--- src/rtl/core/pca_pkg.sv ---
// shared types and codes of the priority channel allocator
package pca_pkg;

  localparam logic [2:0] ACT_START   = 3'd0;
  localparam logic [2:0] ACT_STOP    = 3'd1;
  localparam logic [2:0] ACT_DETACH  = 3'd2;
  localparam logic [2:0] ACT_RELEASE = 3'd3;
  localparam logic [2:0] ACT_ALL     = 3'd4;

  localparam logic [1:0] KIND_STOPPED = 2'd0;
  localparam logic [1:0] KIND_GRANTED = 2'd1;
  localparam logic [1:0] KIND_REFUSED = 2'd2;
  localparam logic [1:0] KIND_NONE    = 2'd3;

  localparam logic [2:0] REG_ACTIVE = 3'd0;
  localparam logic [2:0] REG_KEEP   = 3'd4;

  typedef struct packed {
    logic [2:0]  action;
    logic [15:0] origin;
    logic [8:0]  sound_id;
    logic [7:0]  priority_req;
    logic        once;
    logic [4:0]  channel;
  } item_t;

  typedef struct packed {
    logic [5:0] active;
    logic       keep;
    logic       clear;
  } cfg_t;

  typedef struct packed {
    logic       valid;
    logic [1:0] kind;
    logic [4:0] idx;
    logic [8:0] snd;
    logic       last;
  } res_t;

endpackage

--- src/rtl/core/priority_channel_allocator_unit.sv ---
// priority channel allocator: register port, request queue and channel sequencer
// requests are handled by serial scans over the active channels
// the sequencer takes one request at a time, two more may wait in the queue
// results are one-cycle strobes, a start gives up to two, stop all up to one per channel
// reset clears all busy marks, active_channels to 8 (or to CAP if smaller), keep_unsourced to 0
// the receiver cannot stall results
module priority_channel_allocator_unit #(
  parameter int MAX_CHANNELS = 32
) (
  input  logic        clk_i,
  input  logic        rst_ni,
  input  logic        start,
  output logic        busy,
  input  logic [2:0]  action_i,
  input  logic [15:0] origin_i,
  input  logic [8:0]  sound_id_i,
  input  logic [7:0]  priority_req_i,
  input  logic        once_i,
  input  logic [4:0]  channel_i,
  output logic        result_valid_o,
  output logic [1:0]  kind_o,
  output logic [4:0]  channel_index_o,
  output logic [8:0]  stopped_sound_o,
  output logic        last_o,
  input  logic        psel,
  input  logic        penable,
  input  logic        pwrite,
  input  logic [2:0]  paddr,
  input  logic [31:0] pwdata,
  output logic [31:0] prdata,
  output logic        pready
);
  import pca_pkg::*;

  localparam int CAP = (MAX_CHANNELS < 32) ? MAX_CHANNELS : 32;
  localparam logic [5:0] CAP6 = 6'(CAP);
  localparam logic [5:0] ACT_RST = (CAP < 8) ? CAP6 : 6'd8;

  logic [5:0] act_q;
  logic       keep_q;
  logic       wr, q_valid, pop;
  item_t      item_in, item_q;
  cfg_t       cfg;
  res_t       res;

  assign pready = 1'b1;
  assign wr = psel && penable && pwrite;
  assign prdata = (paddr == REG_ACTIVE) ? {26'd0, act_q} :
                  (paddr == REG_KEEP) ? {31'd0, keep_q} : 32'd0;

  always_ff @(posedge clk_i or negedge rst_ni) begin
    if (!rst_ni) begin
      act_q  <= ACT_RST;
      keep_q <= 1'b0;
    end else if (wr) begin
      if (!paddr[2]) act_q <= (pwdata[5:0] > CAP6) ? CAP6 : pwdata[5:0];
      else keep_q <= pwdata[0];
    end
  end

  assign cfg = '{active: act_q, keep: keep_q, clear: wr && !paddr[2]};
  assign item_in = '{action: action_i, origin: origin_i, sound_id: sound_id_i,
                     priority_req: priority_req_i, once: once_i, channel: channel_i};

  pca_front u_front (
    .clk_i   (clk_i),
    .rst_ni  (rst_ni),
    .push_i  (start),
    .item_i  (item_in),
    .full_o  (busy),
    .pop_i   (pop),
    .valid_o (q_valid),
    .item_o  (item_q)
  );

  pca_back #(.CAP(CAP)) u_back (
    .clk_i   (clk_i),
    .rst_ni  (rst_ni),
    .cfg_i   (cfg),
    .valid_i (q_valid),
    .item_i  (item_q),
    .pop_o   (pop),
    .res_o   (res)
  );

  assign result_valid_o  = res.valid;
  assign kind_o          = res.kind;
  assign channel_index_o = res.idx;
  assign stopped_sound_o = res.snd;
  assign last_o          = res.last;

endmodule

--- src/rtl/core/pca_front.sv ---
// request front end: two-entry queue of accepted requests
module pca_front (
  input  logic          clk_i,
  input  logic          rst_ni,
  input  logic          push_i,
  input  pca_pkg::item_t item_i,
  output logic          full_o,
  input  logic          pop_i,
  output logic          valid_o,
  output pca_pkg::item_t item_o
);
  import pca_pkg::*;

  item_t      mem_q [2];
  logic       wp_q, rp_q;
  logic [1:0] cnt_q;
  logic       do_push, do_pop;

  assign full_o  = cnt_q == 2'd2;
  assign valid_o = cnt_q != 2'd0;
  assign item_o  = mem_q[rp_q];
  assign do_push = push_i && !full_o;
  assign do_pop  = pop_i && valid_o;

  always_ff @(posedge clk_i or negedge rst_ni) begin
    if (!rst_ni) begin
      wp_q  <= 1'b0;
      rp_q  <= 1'b0;
      cnt_q <= 2'd0;
    end else begin
      if (do_push) wp_q <= ~wp_q;
      if (do_pop) rp_q <= ~rp_q;
      cnt_q <= cnt_q + 2'(do_push) - 2'(do_pop);
    end
  end

  always_ff @(posedge clk_i) begin
    if (do_push) mem_q[wp_q] <= item_i;
  end

endmodule

--- src/rtl/core/pca_back.sv ---
// channel table and scan sequencer
module pca_back #(
  parameter int CAP = 32
) (
  input  logic          clk_i,
  input  logic          rst_ni,
  input  pca_pkg::cfg_t  cfg_i,
  input  logic          valid_i,
  input  pca_pkg::item_t item_i,
  output logic          pop_o,
  output pca_pkg::res_t  res_o
);
  import pca_pkg::*;

  localparam int CW = $clog2(CAP);

  typedef enum logic [9:0] {
    S_IDLE  = 10'b0000000001,
    S_ONCE  = 10'b0000000010,
    S_STOP  = 10'b0000000100,
    S_FREE  = 10'b0000001000,
    S_EVICT = 10'b0000010000,
    S_GRANT = 10'b0000100000,
    S_REL   = 10'b0001000000,
    S_ALL   = 10'b0010000000,
    S_DET   = 10'b0100000000,
    S_FIN   = 10'b1000000000
  } state_e;

  state_e      st_q, st_d;
  logic [5:0]  c_q, c_d;
  item_t       it_q, it_d;
  logic [CW-1:0] pick_q, pick_d;
  logic [CAP-1:0] busy_q, det_q;
  logic [8:0]  snd_m [CAP];
  logic [7:0]  pri_m [CAP];
  logic [15:0] org_m [CAP];
  logic        pend_v_q;
  logic [1:0]  pend_k_q;
  logic [4:0]  pend_i_q;
  logic [8:0]  pend_s_q;
  res_t        res_q;

  logic [CW-1:0] ci, stop_idx;
  logic        inr, hit, em_v, stop_v, det_v, grant, fin;
  logic [1:0]  em_k;
  logic [4:0]  em_i;
  logic [8:0]  em_s;

  function automatic state_e pre_st(logic [15:0] org, logic keep);
    pre_st = (keep && org == 16'd0) ? S_FREE : S_STOP;
  endfunction

  assign ci  = c_q[CW-1:0];
  assign inr = c_q < cfg_i.active;
  assign hit = busy_q[ci] && !det_q[ci] && org_m[ci] == it_q.origin;
  assign res_o = res_q;

  always_comb begin
    st_d = st_q;
    c_d = c_q;
    it_d = it_q;
    pick_d = pick_q;
    pop_o = 1'b0;
    em_v = 1'b0;
    em_k = KIND_STOPPED;
    stop_idx = ci;
    stop_v = 1'b0;
    det_v = 1'b0;
    grant = 1'b0;
    fin = 1'b0;
    case (st_q)
      S_IDLE: begin
        if (valid_i) begin
          pop_o = 1'b1;
          it_d = item_i;
          c_d = 6'd0;
          case (item_i.action)
            ACT_START: begin
              if (item_i.once) st_d = S_ONCE;
              else if (item_i.sound_id == 9'd0) st_d = S_FIN;
              else st_d = pre_st(item_i.origin, cfg_i.keep);
            end
            ACT_STOP:    st_d = S_STOP;
            ACT_DETACH:  st_d = (item_i.origin != 16'd0) ? S_DET : S_FIN;
            ACT_RELEASE: st_d = S_REL;
            ACT_ALL:     st_d = S_ALL;
            default:     st_d = S_FIN;
          endcase
        end
      end
      S_ONCE: begin
        if (!inr) begin
          c_d = 6'd0;
          st_d = (it_q.sound_id == 9'd0) ? S_FIN : pre_st(it_q.origin, cfg_i.keep);
        end else if (hit && snd_m[ci] == it_q.sound_id) begin
          st_d = S_FIN;
        end else begin
          c_d = c_q + 6'd1;
        end
      end
      S_STOP: begin
        if (!inr || hit) begin
          if (inr) begin
            stop_v = 1'b1;
            em_v = 1'b1;
          end
          c_d = 6'd0;
          st_d = (it_q.action == ACT_START) ? S_FREE : S_FIN;
        end else begin
          c_d = c_q + 6'd1;
        end
      end
      S_FREE: begin
        if (!inr) begin
          c_d = 6'd0;
          st_d = S_EVICT;
        end else if (!busy_q[ci]) begin
          pick_d = ci;
          st_d = S_GRANT;
        end else if (it_q.origin != 16'd0 && hit) begin
          stop_v = 1'b1;
          em_v = 1'b1;
          pick_d = ci;
          st_d = S_GRANT;
        end else begin
          c_d = c_q + 6'd1;
        end
      end
      S_EVICT: begin
        if (!inr) begin
          em_v = 1'b1;
          em_k = KIND_REFUSED;
          st_d = S_FIN;
        end else if (pri_m[ci] >= it_q.priority_req) begin
          stop_v = 1'b1;
          em_v = 1'b1;
          pick_d = ci;
          st_d = S_GRANT;
        end else begin
          c_d = c_q + 6'd1;
        end
      end
      S_GRANT: begin
        em_v = 1'b1;
        em_k = KIND_GRANTED;
        grant = 1'b1;
        st_d = S_FIN;
      end
      S_REL: begin
        stop_idx = it_q.channel[CW-1:0];
        if (6'(it_q.channel) < cfg_i.active && busy_q[stop_idx]) begin
          stop_v = 1'b1;
          em_v = 1'b1;
        end
        st_d = S_FIN;
      end
      S_ALL: begin
        if (!inr) begin
          st_d = S_FIN;
        end else begin
          if (busy_q[ci]) begin
            stop_v = 1'b1;
            em_v = 1'b1;
          end
          c_d = c_q + 6'd1;
        end
      end
      S_DET: begin
        if (!inr) begin
          st_d = S_FIN;
        end else if (hit) begin
          det_v = 1'b1;
          st_d = S_FIN;
        end else begin
          c_d = c_q + 6'd1;
        end
      end
      S_FIN: begin
        fin = 1'b1;
        st_d = S_IDLE;
      end
      default: st_d = S_IDLE;
    endcase
  end

  always_comb begin
    if (em_k == KIND_STOPPED) begin
      em_i = 5'(stop_idx);
      em_s = snd_m[stop_idx];
    end else if (em_k == KIND_GRANTED) begin
      em_i = 5'(pick_q);
      em_s = 9'd0;
    end else begin
      em_i = 5'd0;
      em_s = 9'd0;
    end
  end

  always_ff @(posedge clk_i or negedge rst_ni) begin
    if (!rst_ni) begin
      st_q     <= S_IDLE;
      c_q      <= 6'd0;
      pick_q   <= '0;
      busy_q   <= '0;
      det_q    <= '0;
      pend_v_q <= 1'b0;
      res_q    <= '0;
    end else begin
      st_q   <= st_d;
      c_q    <= c_d;
      pick_q <= pick_d;
      if (em_v && pend_v_q) begin
        res_q <= '{valid: 1'b1, kind: pend_k_q, idx: pend_i_q, snd: pend_s_q, last: 1'b0};
      end else if (fin && pend_v_q) begin
        res_q <= '{valid: 1'b1, kind: pend_k_q, idx: pend_i_q, snd: pend_s_q, last: 1'b1};
      end else if (fin) begin
        res_q <= '{valid: 1'b1, kind: KIND_NONE, idx: 5'd0, snd: 9'd0, last: 1'b1};
      end else begin
        res_q.valid <= 1'b0;
      end
      if (em_v) begin
        pend_v_q <= 1'b1;
      end else if (fin) begin
        pend_v_q <= 1'b0;
      end
      if (cfg_i.clear) begin
        busy_q <= '0;
      end else begin
        if (stop_v) busy_q[stop_idx] <= 1'b0;
        if (grant) begin
          busy_q[pick_q] <= 1'b1;
          det_q[pick_q]  <= 1'b0;
        end
        if (det_v) det_q[ci] <= 1'b1;
      end
    end
  end

  always_ff @(posedge clk_i) begin
    it_q <= it_d;
    if (em_v) begin
      pend_k_q <= em_k;
      pend_i_q <= em_i;
      pend_s_q <= em_s;
    end
    if (grant) begin
      snd_m[pick_q] <= it_q.sound_id;
      pri_m[pick_q] <= it_q.priority_req;
      org_m[pick_q] <= it_q.origin;
    end
  end

endmodule
--- config.mk ---
export PLATFORM = sky130hd
export DESIGN_NAME = priority_channel_allocator_unit
export DESIGN_NICKNAME = d
export VERILOG_FILES = /design/src/rtl/core/pca_pkg.sv /design/src/rtl/core/priority_channel_allocator_unit.sv /design/src/rtl/core/pca_front.sv /design/src/rtl/core/pca_back.sv
export SDC_FILE = /design/constraint.sdc
export NUM_CORES = 1
export LEC_CHECK = 0
export ABC_AREA = 1
export BUFFER_PORTS_ARGS = -buffer_cell sky130_fd_sc_hd__buf_4
export CORE_ASPECT_RATIO = 0.5
export CORE_UTILIZATION = 43
export CTS_BUF_LIST = sky130_fd_sc_hd__clkbuf_8
export DETAILED_ROUTE_END_ITERATION = 6
export PLACE_DENSITY = 0.54
export SYNTH_ARGS = -nofsm -noshare
export SYNTH_HDL_FRONTEND = slang
export SYNTH_SLANG_ARGS = --single-unit
--- constraint.sdc ---
create_clock -name clk_i -period 5.8 [get_ports clk_i]
set_input_delay 1.16 -clock clk_i [delete_from_list [all_inputs] [get_ports clk_i]]
set_output_delay 1.16 -clock clk_i [all_outputs]
set_load 0.05 [all_outputs]
Word level (Yosys, flattened, before mapping). Memories as Yosys holds them, arrays and structs flattened. A register that Yosys moved wholly into a read port is not among the register bits. Cells that the tools add are included.

Flip-flop bits (word level): 163. Bits of input ports: 83. Output and inout bits: 52. Memory bits (writable): 1140. Word-level logic and storage cells: 229. Memories: 4.

Bitwise gates (word level): 9. Add/subtract/negate cells: 3. Reductions and logical operators: 45. Equality and inequality tests: 37. Order comparisons: 11. Mux-type cells: 97.

Memories: u_back.org_m (depth 32, width 16, read ports 1, clocked after memory_dff 0, wr ports 1, RTL line pca_back.sv:37) `logic [15:0] org_m [CAP];`; u_back.snd_m (depth 32, width 9, read ports 2, clocked after memory_dff 1, wr ports 1, RTL line pca_back.sv:35) `logic [8:0] snd_m [CAP];`; u_back.pri_m (depth 32, width 8, read ports 1, clocked after memory_dff 0, wr ports 1, RTL line pca_back.sv:36) `logic [7:0] pri_m [CAP];`; u_front.mem_q (depth 2, width 42, read ports 1, clocked after memory_dff 0, wr ports 1, RTL line pca_front.sv:14) `item_t mem_q [2];`.

Operators with widths (number): 32-bit 2-to-1 mux (7); 10-bit 2-to-1 mux (17); 6-bit 2-to-1 mux (14); 10-bit case mux with 8 select lines (1); 32-bit AND (2); 32-bit NOT (2); 32-bit bitwise OR (2); 10-bit case mux with 5 select lines (1); 6-bit case mux with 7 select lines (1); 5-bit 2-to-1 mux (8); 18-bit 2-to-1 mux (2); 16-bit zero test (2); 1-bit 2-to-1 mux (32); 16-bit nonzero test (2); 5-bit by 6-bit < comparator with 1-bit output (second input constant) (4); 9-bit zero test (2); 3-bit inequality test (second input constant) (6); 1-bit logical AND (17); 17-bit 2-to-1 mux (1); 16-bit equality test (1); 1-bit binary-select mux with 5-bit select (3); 1-bit demux with 5-bit select (3); 5-bit by 1-bit greater-or-equal comparator with 1-bit output (second input constant) (3); 2-bit by 1-bit inequality test with 1-bit output (second input constant) (6); 45 further kinds (63).

Logic depth before layout (Yosys ltp). Gate-level depths: netlist (run 1).

Depth after elaboration: 15. Depth in mapped cells: 28. Depth with buffers taken out: 23.

Hierarchy. Synthesis (run 1) repeated with hierarchy kept, for this count alone.

Cell total of the unflattened synthesis: 5769. Area total of the unflattened synthesis: 58770.1 µm².

By module, submodules not included: pca_back (times used 1, area each 54848.9 µm², cells each 5432); pca_front (times used 1, area each 3316.9 µm², cells each 252); priority_channel_allocator_unit (times used 1, area each 604.3 µm², cells each 85).

Least setup slack after synthesis (run 1). OpenSTA, ideal clock, no wires.

Path type: register to register. Start point: reg u_back.st_q[5]. End point: reg u_front.cnt_q[1]. Arrival: 4.233 ns. Library setup time: 0.079 ns. Required time: 5.721 ns. Buffers on the path: 0. Slack: 1.488 ns. Stages on the path, launching flop included: 11. Cells stage by stage: dfrtp_1 nor2_1 nand2_1 nor3_1 inv_1 nor2_1 ha_1 inv_1 ha_1 xnor2_1 xor2_1.

Word-level cells in the longest chain between the ends: 4.

RTL lines: start: declaration (RTL line pca_back.sv:30) `state_e st_q, st_d;`; start signal: assignment (RTL line pca_back.sv:210) `st_q <= st_d;`; 10-bit by 1-bit equality test with 1-bit output (RTL line pca_back.sv:72) `case (st_q)`; 1-bit 2-to-1 mux (RTL line pca_back.sv:72); named net pop (RTL line priority_channel_allocator_unit.sv:41) `logic wr, q_valid, pop;`; 1-bit logical AND (RTL line pca_front.sv:23) `assign do_pop = pop_i && valid_o;`; 2-bit by 1-bit subtractor with 2-bit output (RTL line pca_front.sv:33) `cnt_q <= cnt_q + 2'(do_push) - 2'(do_pop);`; end signal: assignment (RTL line pca_front.sv:33); end: declaration (RTL line pca_front.sv:16) `logic [1:0] cnt_q;`.

The timed path passes the listed nets, and every way through them passes these cells. A chain may end at the register's enable or synchronous reset.

Worst setup path in the final report (run 1).
Start point: reg u_back.c_q[4]. End point: reg u_back.res_q (netlist bit u_back.res_o[9]).

Word-level cells in the longest chain between the ends: 12. Elaborated cells on any way between the ends: 28. Those cells by class: order compare: 2; eq/ne: 1; mux: 15; reduce/logical: 8; memory: 2.

RTL lines: start: declaration (RTL line pca_back.sv:31) `logic [5:0] c_q, c_d;`; start signal: assignment (RTL line pca_back.sv:203) `c_q <= 6'd0;`; start signal: assignment (RTL line pca_back.sv:211) `c_q <= c_d;`; parallel branches: the longest is 9 deep, another holds memory 32 x 8 bit; 1-bit case mux with 6 select lines * (RTL line pca_back.sv:72); 1-bit logical AND * (RTL line pca_back.sv:213) `if (em_v && pend_v_q) begin`; 3-bit nonzero test (no line) or 18-bit 2-to-1 mux (tied branches); end signal: assignment (RTL line pca_back.sv:214) `res_q <= '{valid: 1'b1, kind: pend_k_q, idx: pend_i_q, snd: pend_s_q, last: 1'b0};`; end signal: assignment (RTL line pca_back.sv:216) `res_q <= '{valid: 1'b1, kind: pend_k_q, idx: pend_i_q, snd: pend_s_q, last: 1'b1};`; end signal: assignment (RTL line pca_back.sv:218) `res_q <= '{valid: 1'b1, kind: KIND_NONE, idx: 5'd0, snd: 9'd0, last: 1'b1};`; end: declaration (RTL line pca_back.sv:42) `res_t res_q;`.

Every way passes the cells marked *. The select of a mux whose other input is x is not followed.

==> results of run 1 <==
## kinds of logic (layout without fill, tap and decap cells)
logic type	Yosys count	count (layout)	synth area share
other cells	2	33	0.000129
xor+xnor	3	3	0.000451
mux	27	27	0.00515
compound gates	834	834	0.0826
fa+ha+maj	23	23	0.00494
simple gates	2620	2620	0.180
flops	1312	1312	0.666
buf+inv	842	1116	0.0606
## cell usage in the layout, fill, tap and decap left out, drive strengths merged, types with 4 or more instances in the layout
cell type  instances
nand2           1584
edfxtp          1197
nor2             658
inv              592
o21ai            490
nand3            294
buf              247
clkbuf           202
o22ai            126
dfrtp            113
clkinv            66
a21oi             53
nor3              43
o211ai            40
a22oi             34
conb              27
mux2              24
a22o              24
nand4             24
ha                23
a221oi            16
o31ai             16
o221ai            10
nor4               9
o21a               8
diode              6
a31oi              6
bufinv             6
nand3b             5
a211oi             4
## power groups by stage
stage | Clock (mW) | Combinational (mW) | Sequential [mW]
6_report | 7.23 | 4.44 | 12.7
5_1_grt | 7.73 | 4.80 | 12.8
4_1_cts | 7.35 | 4.42 | 12.7
3_5_place_dp | 0 | 4.40 | 12.9
3_3_place_gp | 0 | 4.31 | 12.9
2_1_floorplan | 0 | 2.23 | 13.1
## flip-flops by register name, summed over array words and instances, names as in the netlist, 2 cells and up
| register | cells |
|---|---|
| u_front.cnt_q | 2 |
| u_back.pend_k_q | 2 |
| u_front.mem_q | 84 |
| u_back.snd_m | 288 |
| u_back.org_m | 512 |
| u_back.busy_q | 32 |
| u_back.pend_i_q | 5 |
| act_q | 6 |
| u_back.c_q | 6 |
| u_back.pri_m | 256 |
| u_back.det_q | 32 |
| u_back.st_q | 10 |
| u_back.pick_q | 5 |
| u_back.it_q | 41 |
| u_back.res_o | 18 |
| u_back.pend_s_q | 9 |
## layout make-up
type / instances / share of cell area
Antenna cell: 6 / 0.000230
Inverter: 529 / 0.0307
Clock inverter: 138 / 0.0121
Multi-Input combinational cell: 3534 / 0.252
Clock buffer: 202 / 0.0427
Timing Repair Buffer: 247 / 0.0325
Tap cell: 1794 / 0.0344
Sequential cell: 1312 / 0.596
## per-layer routing
| metal | up-vias | global-route usage |
|---|---|---|
| met5 | - | 0 |
| met4 | 0 | 0.0841 |
| met3 | 320 | 0.0477 |
| met2 | 1811 | 0.387 |
| met1 | 21000 | 0.388 |
| li1 | 19500 | - |
## stage by stage
stage           util  cells  hold slack, ns  cell area [sq um]  worst slack, ns
3_3_place_gp   0.458   7416           0.466              61600            0.965
2_1_floorplan      -   5688           0.449              58400             1.49
4_1_cts        0.485   7756           0.327              65200            0.906
5_1_grt        0.485   7760           0.356              65200            0.450
3_5_place_dp   0.458   7416           0.460              61600            0.944
6_report       0.485   7762           0.408              65200            0.879
## worst max path at each step
stage / start / endpoint / slack (ns)
finish: u_back.c_q[4] / u_back.res_o[9] / 0.88
global route: u_back.c_q[0] / u_back.res_o[9] / 0.45
CTS: u_back.c_q[0] / u_back.res_o[11] / 0.91
detailed placement: u_back.c_q[0] / u_back.res_o[11] / 0.94
global placement: u_back.c_q[0] / u_back.busy_q[30] / 0.96
floorplan: u_back.st_q[5] / u_front.cnt_q[1] / 1.49
## worst max-delay path, cell delays in order (launching register included)
cell	delay (ns)
dfrtp_1	0.58
inv_2	0.16
nor3_4	0.87
buf_4	0.38
a22o_1	0.22
a221oi_1	0.07
nand2_1	0.12
ha_1	0.24
a21oi_1	0.15
o21ai_0	0.09
nand2_1	0.09
nand3_1	0.33
nand2_1	0.17
inv_1	0.07
nor3_1	0.41
nand3_1	0.51
nand3_1	0.22
nand2_1	0.07
==> results.cfg, run 1 <==
[placement]
hpwl_um = 108000
gp_congestion = 0.888
io_buffers = 81

[synth]
synth_top_cell_by_area = edfxtp_1
seq_area_frac_synth = 0.666
syn_area_per_cell_sq_um = 10.3
ys_types = 55
syn_area_sq_mm = 0.0583
yosysWarningCount = 0
synth.most_common_cell = nand2_1
synth_common_cells = nand2_1 (1,579), edfxtp_1 (1,197), nor2_1 (650), inv_1 (519), o21ai_0 (465)
synth_ff_type = edfxtp_1
ys_ff_latch = 1312
synth_edf_count = 1197
synth-async-reset-ratio = 0.0877
synth_area_leaders = edfxtp_1 (62%), nand2_1 (10%), dfrtp_1 (4.8%)
syn_inst = 5663
yosysTopAreaCellShare = 0.616

[cts]
cts_made_buffers = 194
clk_latency_ns = 0.94
cts-root-buf = clkbuf_8
clkSlewWorstSetupHoldPaths_ns = 0.07
hold_buffers = 0
cts_resized = 0
numClockSinks = 1312
cts_tree = done
cts_max_level = 4
clock_path_buffers = 3
cts_setup_buffers = 0

[global_routing]
grt_first_pass_wirelength_um = 263000
overflow = 0
grt_pass1_vias = 40100
grt_max_degree = 179
grt_use_total = 0.261
antenna_found_initial = 4

[layout]
nFillCells = 12100
seqCellArea_sq_mm = 0.0388
final_layout_size_suffix_gt1_frac = 0.0995
area.growth.synth_to_final_pct = 11.8
nets = 5924
multiInputGateArea_sq_mm = 0.0164

[sta]
max_freq_ghz = 0.203
fin_crit_ns = 4.92
rsz0062_at_grt = false
fin_crit_sh = 0.848
slew_headroom = 0.110
tns_ns = 0
hold_viol_final = 0
worst_pin_slew_ns = 1.32
report.final.slew_viol_count = 0
setup_violations = 0
fin_worst_skew_ns = 0.0484

[setup_path]
required_ns = 6.60
critPathMaxFanout = 14
ff2ff_setup_slack_ns = 0.88
r2r-end = u_back.res_o[9]
r2r_cells = 17
crit_path_start_kind = flop
r2r-start = u_back.c_q[4]
cp-end-kind = flop
worst-setup-path-type = reg2reg
cp_data_arrival_time_ns = 5.72

[power]
max-vdd-ir-drop_uv = 253
power_frac_comb = 0.182
leakage_nw = 25.8
switching_share = 0.316
p_clk_frac = 0.297
finalPower_mw = 24.4
intPower_mw = 16.7
switchingPower_mw = 7.70
power_density_mw_per_mm2 = 374
p_seq_frac = 0.521

[route]
top_layer = met4
routed_wl_um = 181000
vias = 42600
vias_per_cell = 5.48
wl_per_cell_um = 23.4
remaining_drc_errors = 0
firstDrtPassIters = 7
m1WireLength_um = 82200
met3_length_um = 15200
wl_met2_um = 79200
drtIter0Drc = 5157
ant_nets = 0

[floorplan]
initial_core_util = 0.434
core_sq_mm = 0.134
dieArea_sq_mm = 0.137
io_pins = 135
die_width_um = 523
die_y_um = 262
core.rowCount = 95

[status]
status = finished clean

[flow_run]
drv_cap = 0

[hold_path]
hp-class = in2async
(Power assumes the default switching activity.)
==> run 2: changes to the inputs <==
Settings changed: ABC_AREA 1 to 0.
Clock period 5.8 ns to 4.9 ns, I/O delays scaled along.
==> run 2 against run 1 <==
The run now ends with design-rule violations left. Routed wire length is 3.8% lower. First-iteration DRC count is 22% lower. Sequential power is 16% higher. Flip-flop and latch count stayed put. Worst hold slack worse by 0.29 ns. Register-to-register slack worse by 0.74 ns. Critical path type unchanged.
==> results.cfg, run 2 <==
[status]
status = complete, but fails checks
violations = design-rule violations

[sta]
max_freq_ghz = 0.210
tns_ns = 0
worst_pin_slew_ns = 1.33
hold_viol_final = 0
fin_worst_skew_ns = 0.0476
report.final.slew_viol_count = 0
fin_crit_ns = 4.76
fin_crit_sh = 0.971
slew_headroom = 0.111
setup_violations = 0
fin_hold_ws_ns = 0.116
setup_slack_ns = 0.141

[layout]
area.growth.synth_to_final_pct = 13.6
final_cell_mix = edfxtp_1 (1,197), mux2i_1 (391), nand2_1 (353)
nets = 3907
regMostFlops = u_back.org_m
stdcell_area_sq_mm = 0.0626
utilization = 0.495
largest_reg_flops = 512
stdcell_count = 5650
final_layout_size_suffix_gt1_frac = 0.198
biggestRegsByFlops = u_back.org_m: 512 flops, u_back.snd_m: 288 flops, u_back.pri_m: 256 flops
layout_commonest_cell = edfxtp_1

[cts]
cts-root-buf = clkbuf_8
numClockSinks = 1312
clock_path_buffers = 3
clk_latency_ns = 0.92
cts_made_buffers = 187
clkSlewWorstSetupHoldPaths_ns = 0.06
cts_max_level = 4
cts_tree = done

[floorplan]
die_y_um = 255
dieArea_sq_mm = 0.130
core.rowCount = 92
core_sq_mm = 0.127
die_width_um = 508
initial_core_util = 0.435
io_pins = 135

[global_routing]
use_met1 = 0.389
grt_first_pass_wirelength_um = 242000
grt_use_total = 0.267
busiest_layer = met2
grt_max_degree = 97
antenna_found_initial = 4
use_met2 = 0.402
overflow = 0
grtUsageMet3 = 0.0521
grt_pass1_vias = 33000

[synth]
syn_area_per_cell_sq_um = 15.7
synth-async-reset-ratio = 0.0877
syn_inst = 3503
synth_common_cells = edfxtp_1 (1,197), mux2i_1 (393), nand2_1 (353), o22ai_1 (189), o21ai_0 (115)
yosysWarningCount = 0
ys_ff_latch = 1312
synth_top_cell_by_area = edfxtp_1
synth.most_common_cell = edfxtp_1
yosysTopAreaCellShare = 0.653
syn_area_sq_mm = 0.0551
synth_ff_type = edfxtp_1
ys_types = 82
seq_area_frac_synth = 0.705
synth_area_leaders = edfxtp_1 (65%), mux2i_1 (7.1%), dfrtp_1 (5.1%)
synth_edf_count = 1197

[hold_path]
hp-class = in2async

[power]
power_density_mw_per_mm2 = 446
max-vdd-ir-drop_uv = 351
finalPower_mw = 27.9
leakage_nw = 20.7

[placement]
dp_slack_ns = -0.153
dpl.cell_count = 5303
post_dp_cell_area_sq_mm = 0.0592
hpwl_um = 101000
io_buffers = 81
gp_congestion = 0.905

[route]
vias_per_cell = 6.08
wl_per_cell_um = 30.9
firstDrtPassIters = 7
vias = 34300
routed_wl_um = 174000
drtIter0Drc = 4032
ant_nets = 0
remaining_drc_errors = 8

[setup_path]
r2r-end = u_back.st_q[3]
worstSetupEndpoint = u_back.st_q[3]
critPathMaxStageDelay_ns = 0.55
r2r-start = u_back.c_q[2]
critPathMaxFanout = 11
cp_data_arrival_time_ns = 5.53
cp-end-kind = flop
ff2ff_setup_slack_ns = 0.14
cpMostUsedCell = buf_4
crit_path_start_kind = flop
path_cells = buf_4, buf_4, nand4b_2, buf_4, buf_4, o22ai_1, nor4_1, nand2_1, xor2_1, nor4_1, buf_4, and3_1, a2bb2oi_2, a311o_1, nand3_1, mux2_1
required_ns = 5.67
crit_start = u_back.c_q[2]
crit_slowest_cell = dfrtp_1
r2r_cells = 16
worst-setup-path-type = reg2reg

[flow_run]
drv_cap = 0
## run 2: cell count changes in the layout (fill, tap and decap cells not counted), sizes merged, moves of 29 or more
cell,previous run,this run
o21ai,490,115
inv,592,119
mux2i,3,393
nand2,1584,353
and3,0,42
nor2,658,83
mux4,0,102
nor4,9,61
nand3,294,103
o211ai,40,2
o22ai,126,190
buf,247,316
a31oi,6,35
## run 2: cell families after synthesis
family,Yosys count,share of synthesized area
AND/OR/NAND/NOR,777,0.0695
buffers and inverters,271,0.0275
multiplexers,543,0.123
flip-flops,1312,0.705
adder cells (fa/ha/maj),23,0.00522
other,2,0.000136
XOR/XNOR,19,0.00329
AO/OA/AOI/OAI,556,0.0666
## run 2: repair_timing
| action | 4_1_cts | 5_1_grt |
|---|---|---|
| setup endpoints to repair | 22 | 58 |
| hold buffers | 0 | 0 |
| gates resized for setup | 2 | 6 |
| pin swaps | 0 | 0 |
| setup buffers | 0 | 1 |
## run 2: where the power goes
part           switching (mW)  total [mW]  internal [mW]
clock                    4.32        8.00           3.69
sequential              0.412        14.7           14.2
combinational            3.68        5.27           1.59
## run 2: metal layers
layer	vias up	routed length, um
met5	-	12
met4	2	5130
met3	322	15600
met2	1702	77100
met1	17900	76700
li1	14500	-
## run 2: cell type report
class / count / area, sq um
multi-input combinational: 1945 / 15200
inverter: 39 / 146
sequential: 1312 / 38800
fill: 10700 / 63900
timing repair buffer: 316 / 2970
clock buffer: 191 / 2630
clock inverter: 147 / 679
tap: 1692 / 2120
antenna: 8 / 20.0
## run 2: worst min-delay path by stage
stage | start | to | cells past startpoint
2_1_floorplan | u_back.pend_s_q[1] | u_back.res_o[2] | 1
3_3_place_gp | u_back.pend_s_q[7] | u_back.res_o[8] | 1
3_5_place_dp | u_back.pend_i_q[3] | u_back.res_o[13] | 1
4_1_cts | rst_ni | u_back.res_o[6] | 1
5_1_grt | rst_ni | u_back.res_o[6] | 1
6_report | rst_ni | u_back.res_o[6] | 1
## run 2: critical path, delay by kind of cell, from the launching register on
kind,cells,cell delay [ns]
buf+inv,5,1.25
mux,1,0.34
xor+xnor,1,0.19
simple gates,6,1.75
flops,1,0.55
compound gates,3,0.52
